==> src/rtl/core/txcw_pkg.sv <==
// Types and constants of the text console writer.
// No dependencies; used by every module of the block.
package txcw_pkg;

   localparam int COL_W      = 7;
   localparam int ROW_W      = 6;
   localparam int ROW_PORT_W = 5;

   localparam logic [1:0] CMD_PUT  = 2'd0;
   localparam logic [1:0] CMD_SET  = 2'd1;
   localparam logic [1:0] CMD_READ = 2'd2;

   localparam logic [2:0] OP_NONE = 3'd0;
   localparam logic [2:0] OP_PUT  = 3'd1;
   localparam logic [2:0] OP_LF   = 3'd2;
   localparam logic [2:0] OP_CR   = 3'd3;
   localparam logic [2:0] OP_SET  = 3'd4;
   localparam logic [2:0] OP_READ = 3'd5;

   localparam logic [7:0] CODE_LF         = 8'd10;
   localparam logic [7:0] CODE_CR         = 8'd13;
   localparam logic [7:0] FIRST_PRINTABLE = 8'd32;
   localparam logic [7:0] RESET_ATTR      = 8'h0F;

   localparam logic CSR_TALL_MODE = 1'b0;
   localparam logic CSR_TEXT_ATTR = 1'b1;

   typedef struct packed {
      logic [2:0]       op;
      logic [7:0]       char_code;
      logic [COL_W-1:0] col;
      logic [ROW_W-1:0] row;
   } txcw_item_type;

   typedef struct packed {
      logic [7:0]       cell_char;
      logic [7:0]       cell_attr;
      logic [COL_W-1:0] cursor_col;
      logic [ROW_W-1:0] cursor_row;
      logic             scrolled;
   } txcw_rsp_type;

endpackage

==> src/rtl/core/txcw_front.sv <==
// Front of the text console writer: takes words, decodes and clamps them,
// and holds them in a two-entry queue for the back. Depends on txcw_pkg.
module txcw_front #(
   parameter int COLUMNS     = 80,
   parameter int ROWS_TALL   = 32,
   parameter int ROWS_NORMAL = 25
) (
   input  logic                           clock,
   input  logic                           reset,
   input  logic                           req_push,
   output logic                           req_full,
   input  logic [1:0]                     req_cmd,
   input  logic [7:0]                     req_char_code,
   input  logic [txcw_pkg::COL_W-1:0]     req_col,
   input  logic [txcw_pkg::ROW_PORT_W-1:0] req_row,
   input  logic                           tall_mode,
   input  logic                           init_busy,
   output logic                           q_valid,
   output txcw_pkg::txcw_item_type        q_item,
   input  logic                           q_pop
);

   txcw_pkg::txcw_item_type q_ff [2];
   logic                    wr_ptr_ff, wr_ptr_in;
   logic                    rd_ptr_ff, rd_ptr_in;
   logic [1:0]              cnt_ff, cnt_in;
   txcw_pkg::txcw_item_type item;
   logic [txcw_pkg::ROW_W-1:0] rows_last;
   logic [txcw_pkg::ROW_W-1:0] row_wide;
   logic                    push_ok;

   assign rows_last = tall_mode ? txcw_pkg::ROW_W'(ROWS_TALL - 1)
                                : txcw_pkg::ROW_W'(ROWS_NORMAL - 1);
   assign row_wide  = txcw_pkg::ROW_W'(req_row);

   always_comb begin
      item.char_code = req_char_code;
      item.col = (req_col > txcw_pkg::COL_W'(COLUMNS - 1)) ?
                 txcw_pkg::COL_W'(COLUMNS - 1) : req_col;
      item.row = (row_wide > rows_last) ? rows_last : row_wide;
      case (req_cmd)
         txcw_pkg::CMD_PUT: begin
            if (req_char_code >= txcw_pkg::FIRST_PRINTABLE) begin
               item.op = txcw_pkg::OP_PUT;
            end else if (req_char_code == txcw_pkg::CODE_LF) begin
               item.op = txcw_pkg::OP_LF;
            end else if (req_char_code == txcw_pkg::CODE_CR) begin
               item.op = txcw_pkg::OP_CR;
            end else begin
               item.op = txcw_pkg::OP_NONE;
            end
         end
         txcw_pkg::CMD_SET:  item.op = txcw_pkg::OP_SET;
         txcw_pkg::CMD_READ: item.op = txcw_pkg::OP_READ;
         default:            item.op = txcw_pkg::OP_NONE;
      endcase
   end

   assign req_full = (cnt_ff == 2'd2) || init_busy;
   assign push_ok  = req_push && !req_full;
   assign q_valid  = (cnt_ff != 2'd0);
   assign q_item   = q_ff[rd_ptr_ff];

   always_comb begin
      wr_ptr_in = push_ok ? ~wr_ptr_ff : wr_ptr_ff;
      rd_ptr_in = q_pop ? ~rd_ptr_ff : rd_ptr_ff;
      cnt_in    = cnt_ff + 2'(push_ok) - 2'(q_pop);
   end

   always_ff @(posedge clock) begin
      if (reset) begin
         wr_ptr_ff <= 1'b0;
         rd_ptr_ff <= 1'b0;
         cnt_ff    <= 2'd0;
      end else begin
         wr_ptr_ff <= wr_ptr_in;
         rd_ptr_ff <= rd_ptr_in;
         cnt_ff    <= cnt_in;
      end
   end

   always_ff @(posedge clock) begin
      if (push_ok) begin
         q_ff[wr_ptr_ff] <= item;
      end
   end

endmodule

==> config.mk <==
export PLATFORM = sky130hd
export DESIGN_NAME = txcw_front
export DESIGN_NICKNAME = d
export VERILOG_FILES = /design/src/rtl/core/txcw_pkg.sv /design/src/rtl/core/txcw_front.sv
export SDC_FILE = /design/constraint.sdc
export NUM_CORES = 1
export LEC_CHECK = 0
export ABC_AREA = 1
export BUFFER_PORTS_ARGS = -buffer_cell sky130_fd_sc_hd__buf_2
export CORE_ASPECT_RATIO = 1.4
export CORE_MARGIN = 2
export CORE_UTILIZATION = 49
export DETAILED_ROUTE_END_ITERATION = 10
export PLACE_DENSITY = 0.77
export SLEW_MARGIN = 25
export SYNTH_ARGS = -nofsm -noshare
export SYNTH_HDL_FRONTEND = slang
export SYNTH_SLANG_ARGS = --single-unit
==> constraint.sdc <==
create_clock -name clock -period 2.7 [get_ports clock]
set_clock_uncertainty 0.15 [all_clocks]
set_input_delay 0.54 -clock clock [delete_from_list [all_inputs] [get_ports clock]]
set_output_delay 0.54 -clock clock [all_outputs]
set_load 0.03 [all_outputs]
; Yosys cells after proc, flatten, opt, wreduce, memory -nomap -nowiden
; Memories as Yosys holds them, arrays and structs flattened. A register that Yosys moved wholly into a read port is not among the register bits.
; Index checks and enable logic that the tools add are counted.
; W data, S select, Z words.
[totals]
inputBits = 28
wordCells = 32
ram_bits = 46
ff_bits = 4
out_inout_bits = 26
mem_count = 1
[op_classes]
mux = 11
order_cmp = 3
reduce_logical = 5
addsub = 2
eq_ne = 5
bitwise_logic = 2
[memory_table]
columns = memory, words, width, rd, rd_clocked_by_memory_dff, wr, line_no
row1 = q_ff, 2, 23, 1, 1, 1, txcw_front.sv:23  ; txcw_pkg::txcw_item_type q_ff [2];
[ops]
columns = cell, n
row1 = $eq A8 B4 Y1 const B, 2
row2 = $pmux W3 S3, 1
row3 = $ge A8 B6 Y1 const B, 1
row4 = $gt A7 B7 Y1 const B, 1
row5 = $mux W7, 1
row6 = $mux W2, 3
row7 = $gt A5 B5 Y1, 1
row8 = $mux W5, 1
row9 = $eq A2 B2 Y1 const B, 2
row10 = $mux W1, 4
row11 = $mux W3, 1
row12 = $add A2 B1 Y2, 1
row13 = $eq A2 B1 Y1 const B, 1
row14 = $logic_not A2 Y1, 1
row15 = $not A1 Y1, 2
row16 = $reduce_bool A2 Y1, 1
row17 = $sub A2 B1 Y2, 1
row18 = $logic_and A1 B1 Y1, 1
row19 = $logic_not A1 Y1, 1
row20 = $logic_or A1 B1 Y1, 1

; Logic depth before layout (Yosys ltp)
; Gate-level depths: netlist of the first run.
[logic_depth]
depth_word = 6
depth_mapped = 10
mapped_depth_nobuf = 10

; Least setup slack after synthesis of the first run
; Ideal clock, no wire load.
[synth_timing]
path_type = in2reg
from = in init_busy
to = mem q_ff[1][0] (netlist bit) (enable)
t_required_ps = 2147
stages = 3
path_slack_ps = 423
arrival_ps = 1724
path_cell_list = inv_1 > nand3_1 > nor2_1
[synth_between]
elab_chain_cells = 5
[synth_lines]
columns = element, line_no
row1 = start: declaration, txcw_front.sv:17  ; input logic init_busy,
row2 = $logic_or A1 B1 Y1, txcw_front.sv:59  ; assign req_full = (cnt_ff == 2'd2) || init_busy;
row3 = $logic_not A1 Y1, txcw_front.sv:60  ; assign push_ok = req_push && !req_full;
row4 = $logic_and A1 B1 Y1, txcw_front.sv:60
row5 = $mux W1, txcw_front.sv:83  ; if (push_ok) begin
row6 = $mux W1 (implied by the code), txcw_front.sv:84  ; q_ff[wr_ptr_ff] <= item;
row7 = end: declaration, txcw_front.sv:23
; Every way passes these cells.

==> results.tsv, run 1 <==
stage	metric	value	unit
min_path	hp-class	in2reg	
clock_tree	clock_sinks	51	
logic_synthesis	synthFlopType	edfxtp_1	
logic_synthesis	yosysSeqAreaShare	66.1	%
final_layout	fin_nets	270	
power_and_ir_drop	total_leakage_power	1.16	nW
critical_path	path_class	reg2out	
clock_tree	cts.hold.buffers_added	0	
critical_path	critPathMaxFanout	23	
critical_path	startpoint_type	flop	
die	die_w	61.1	um
critical_path	rr_worst_depth	10	
global_route	gr-total-overflow	0	
clock_tree	clock_latency	0.29	ns
clock_tree	clockRootBuffer	clkbuf_8	
clock_tree	htreeDepth	2	
clock_tree	ctsResizeCount	0	
min_path	whs_path_depth	1	
logic_synthesis	synth_edf_count	46	
routing	vias_per_cell	4.63	
routing	wl	3.47	mm
logic_synthesis	syn_inst	179	
power_and_ir_drop	p_per_area	675	nW/um^2
global_route	grt_pass1_wl	5.85	mm
critical_path	crit_path_end_kind	primary output	
job	drv_cap	0	
final_layout	final_core_util	60.4	%
clock_tree	cts_tree	built	
global_route	grt_pass1_vias	1415	
die	core_area	4460	sq um
timing	worst_pin_slew	0.497	ns
timing	relSlewSlack	66.5	%
final_layout	antennaDiodeCount	0	
die	dieArea	5140	sq um
global_route	grt_max_degree	24	
placement	placed_area	2560	sq um
logic_synthesis	ys_warn_count	0	
critical_path	cp_data_required_time	2.01	ns
power_and_ir_drop	peakVddDrop	481	uV
routing	wl_per_cell	11.7	um
logic_synthesis	synth_area_leaders	edfxtp_1 (62%), mux2_2 (12%), nand2_1 (5.4%), inv_1 (4.7%), dfxtp_1 (4.5%)	
critical_path	cp_data_arrival_time	1.46	ns
timing	min_period	2.15	ns
logic_synthesis	synth_top_area_share	61.7	%
logic_synthesis	synth.most_common_cell	edfxtp_1	
placement	gp_congestion	0.709	
clock_tree	cts_setup_buffers	0	
global_route	grt_use_total	15.4	%
routing	drtIter0Drc	21	
timing	fmax	0.465	GHz
logic_synthesis	syn_nets	214	
routing	dr.pass1.iters	4	
clock_tree	clock_tree.buffer_depth	2	
timing	final-hold-violation-count	0	
timing	report.final.setup_viol	0	
timing	rsz0062_at_grt	false	
clock_tree	path_clk_slew	0.08	ns
routing	num_vias	1380	
timing	finalWorstSetupSlack	0.549	ns
clock_tree	cts_made_buffers	5	
placement	placedCellCount	290	
die	start_util	50.2	%
placement	portBuffers	52	
die	num_rows	29	
run_status	status	finished, final reports clean	
logic_synthesis	async_reset_ff_share	0	%
logic_synthesis	ys_top_cells_by_count	edfxtp_1 (46), nand2_1 (32), inv_1 (28), mux2_2 (23), nor2_1 (19)	
routing	drc	0	
placement	dp_hpwl	2.56	mm
logic_synthesis	yosys.cell_types.count	16	
die	num_io_pins	54	
final_layout	postLayoutCellArea	2690	sq um
logic_synthesis	synth_seq_cells	51	
final_layout	fin_cells	298	
timing	slew_viol_final	0	
routing	detail-route-antenna-nets	0	
placement	dp_slack	0.720	ns
timing	period_share	79.7	%
die	die_h	84.0	um
logic_synthesis	netlist_area	2240	sq um
logic_synthesis	synth_top_area_cell	edfxtp_1	
logic_synthesis	avgSynthCellArea	12.5	sq um
final_layout	drive_gt1_share	36.4	%
timing	tns	0	ns
final_layout	syn2layout_area_growth	20.3	%
global_route	antenna_found_initial	0	
## path summary, 6_finish.rpt
kind / start / endpoint / slack [ns]
max: flop / q_item[22] / 0.55
min: req_row[3] / q_ff[1][3]$_DFFE_PP_ / 0.30
max reg2reg: cnt_ff[0]$_SDFF_PP0_ / cnt_ff[1]$_SDFF_PP0_ / 0.99
min reg2reg: wr_ptr_ff$_SDFFE_PP0P_ / wr_ptr_ff$_SDFFE_PP0P_ / 0.32
## cell usage in the layout, fill, tap and decap left out
cell type  netlist  layout
clkbuf_1         3       1
nor2_1          19      18
nand2_1         32      32
nor2_2           0       1
inv_1           28      28
dfxtp_1          5       5
nand4_1          2       2
clkbuf_8         0       5
o21ai_0          1       1
mux2_2          23      23
ha_1             7       7
buf_2            0      52
xnor2_1          2       2
nand3_1          6       6
a21oi_1          1       1
edfxtp_1        46      46
conb_1           1       1
bufinv_16        0       2
buf_4            1       3
## sequential cells by signal, summed over array words and instances (netlist names), named ones only
register / count
q_ff: 46
cnt_ff: 2
rd_ptr_ff: 1
wr_ptr_ff: 1
## worst max-delay path, stage by stage (launching register included)
cell and delay [ns]:
dfxtp_1 0.32, buf_4 0.29, mux2_2 0.38, buf_2 0.18
## logic make-up after synthesis
family          after synthesis  synth area share, %
mux                          23                 11.6
xor+xnor                      2                0.782
compound gates                2                0.446
flops                        51                 66.1
simple gates                 59                 10.4
fa+ha+maj                     7                 3.91
buf+inv                      34                 6.54
other cells                   1                0.167
## report_power, final
| group | internal [mW] | switching, mW | leakage [nW] |
|---|---|---|---|
| registers | 0.906 | 0.0104 | 0.464 |
| logic | 0.107 | 0.193 | 0.634 |
| clock network | 0.370 | 0.231 | 0.0654 |
| total | 1.38 | 0.434 | 1.16 |
## layer usage
layer | track usage [%] | up-vias | share of wire [%]
li1 | - | 703 | -
met1 | 15.1 | 643 | 37
met2 | 28.3 | 29 | 57
met3 | 3.41 | 5 | 3.6
met4 | 7.31 | 0 | 2.0
met5 | 0 | - | 0
## through the flow
stage / total power [mW] / hold slack [ns]
2_1_floorplan: 1.15 / 0.285
3_3_place_gp: 1.23 / 0.312
3_5_place_dp: 1.24 / 0.306
4_1_cts: 1.84 / 0.289
5_1_grt: 1.90 / 0.289
6_report: 1.82 / 0.300
## area by class of cell
class,instances,area [sq um]
repair buffers,55,283
well taps,62,77.6
multi-input cells,94,614
fillers,392,1770
inverters,28,105
flip-flops and latches,51,1480
clock inverters,2,60.1
clock buffers,6,72.6
Power figures use the tool's default switching activity.
==> run 2, diff against run 1 <==
- clock period: 2.7 -> 2.1 ns (I/O delays scaled with it)
==> run 2 against run 1 <==
  * Combinational power increased by 31%
  * Cell area down 0.28%
  * Non-clock buffer count unchanged
  * Sequential share of layout area is 0.15 points higher
  * Largest power group unchanged
==> results.tsv, run 2 (synthesized netlist as in run 1, its figures left out) <==
stage	metric	value	unit	change
critical_path	cp_num_cells	3		unchanged
global_route	antenna_found_initial	0		unchanged
placement	gp_congestion	0.731		was 0.709
routing	detail-route-antenna-nets	0		unchanged
job	drv_cap	0		unchanged
die	num_io_pins	54		unchanged
final_layout	final_cell_mix	buf_2 (52), edfxtp_1 (46), nand2_1 (32)		unchanged
die	core_area	4460	sq um	unchanged
critical_path	crit_path_end_kind	primary output		unchanged
timing	finalWorstSetupSlack	0.146	ns	was 0.549 ns
global_route	grt_pass1_vias	1313		was 1,415
die	die_w	61.1	um	unchanged
critical_path	rr_worst_depth	10		unchanged
final_layout	fin_nets	270		unchanged
final_layout	drive_gt1_share	36.9	%	was 36.4%
final_layout	multi_input_area	614	sq um	unchanged
timing	fmax	0.512	GHz	
clock_tree	ctsResizeCount	0		unchanged
routing	dr.pass1.iters	4		unchanged
die	dieArea	5140	sq um	unchanged
global_route	grt_use_total	14.6	%	was 15.4%
power_and_ir_drop	total_leakage_power	1.16	nW	about the same
critical_path	cp_data_required_time	1.53	ns	was 2.01 ns
min_path	hp-class	in2reg		unchanged
critical_path	cp_slowest_stage_delay	0.37	ns	was 0.38 ns
clock_tree	cts.hold.buffers_added	0		unchanged
routing	wl	3.50	mm	was 3.47 mm
die	num_rows	29		unchanged
clock_tree	clock_latency	0.29	ns	about the same
final_layout	top_regs	q_ff: 46 flops, cnt_ff: 2 flops		unchanged
timing	tns	0	ns	unchanged
final_layout	final_core_util	60.2	%	was 60.4%
global_route	gr-total-overflow	0		unchanged
die	die_h	84.0	um	unchanged
timing	slew_viol_final	0		unchanged
timing	min_period	1.95	ns	
min_path	whs_path_depth	2		was 1
final_layout	final_common_cell	buf_2		unchanged
routing	drtIter0Drc	26		was 21
timing	report.final.setup_viol	0		unchanged
placement	dp_slack	0.234	ns	was 0.720 ns
placement	portBuffers	52		unchanged
final_layout	antennaDiodeCount	0		unchanged
critical_path	crit_buf_inv	2		unchanged
power_and_ir_drop	peakVddDrop	495	uV	was 481 uV
clock_tree	clock_tree.buffer_depth	2		unchanged
final_layout	largest_reg_flops	46		unchanged
critical_path	startpoint_type	flop		unchanged
placement	dp_hpwl	2.55	mm	was 2.56 mm
routing	num_vias	1385		was 1,380
final_layout	seq_area	1480	sq um	unchanged
routing	vias_per_cell	4.65		was 4.63
timing	period_share	93.0	%	
critical_path	cp_top_family	flip-flops		was buffers and inverters
clock_tree	path_clk_slew	0.09	ns	was 0.08 ns
final_layout	syn2layout_area_growth	19.9	%	was 20.3%
clock_tree	cts_setup_buffers	0		unchanged
global_route	grt_max_degree	24		unchanged
placement	placed_area	2570	sq um	was 2560 sq um
clock_tree	htreeDepth	2		unchanged
clock_tree	cts_tree	built		unchanged
critical_path	slowest_stage	dfxtp_1		was mux2_2
power_and_ir_drop	p_per_area	831	nW/um^2	was 675 nW/um^2
final_layout	postLayoutCellArea	2690	sq um	about the same
routing	wl_per_cell	11.7	um	about the same
final_layout	fin_cells	298		unchanged
critical_path	path_class	reg2out		unchanged
routing	drc	0		unchanged
run_status	status	finished, final reports clean		unchanged
die	start_util	50.2	%	unchanged
clock_tree	clockRootBuffer	clkbuf_8		unchanged
critical_path	cp_data_arrival_time	1.38	ns	was 1.46 ns
critical_path	crit_chain	buf_12, mux2_2, buf_2		was buf_4, mux2_2, buf_2
clock_tree	clock_sinks	51		unchanged
final_layout	fill_cells	400		was 392
global_route	grt_pass1_wl	5.52	mm	was 5.85 mm
placement	placedCellCount	290		unchanged
critical_path	critPathMaxFanout	23		unchanged
final_layout	regMostFlops	q_ff		unchanged
clock_tree	cts_made_buffers	5		unchanged
timing	rsz0062_at_grt	false		unchanged
timing	final-hold-violation-count	0		unchanged
run 2: worst paths after layout:
check / endpoint / from / slack [ns]
min reg2reg: wr_ptr_ff$_SDFFE_PP0P_ / wr_ptr_ff$_SDFFE_PP0P_ / 0.32
max: q_item[22] / flop / 0.15
min: cnt_ff[0]$_SDFF_PP0_ / reset / 0.18
max reg2reg: cnt_ff[1]$_SDFF_PP0_ / cnt_ff[0]$_SDFF_PP0_ / 0.37
run 2: layout make-up:
| cell class | count | area share [%] |
|---|---|---|
| Sequential cell | 51 | 55.1 |
| Inverter | 28 | 3.91 |
| Tap cell | 62 | 2.89 |
| Clock inverter | 3 | 1.63 |
| Timing Repair Buffer | 55 | 11.0 |
| Clock buffer | 5 | 2.56 |
| Multi-Input combinational cell | 94 | 22.9 |
run 2: report_power, final:
part / internal (mW) / switching (mW) / total [mW]
Clock: 0.355 / 0.308 / 0.663
Sequential: 1.16 / 0.0144 / 1.18
Combinational: 0.143 / 0.249 / 0.392
Total: 1.66 / 0.571 / 2.23
run 2: routing by layer:
metal / share of wire (%) / vias up / track usage (%) / wire length, um
met4: 1.5 / 0 / 7.71 / 51
met2: 58 / 28 / 26.1 / 2030
met3: 3.6 / 4 / 2.95 / 126
met1: 37 / 651 / 15.0 / 1290
met5: 0 / - / 0 / 0
li1: - / 702 / - / -
run 2: metrics by stage:
step / power [mW] / hold slack, ns
floorplan: 1.48 / 0.285
global placement: 1.59 / 0.312
detailed placement: 1.60 / 0.313
CTS: 2.26 / 0.169
global route: 2.33 / 0.172
finish: 2.23 / 0.180
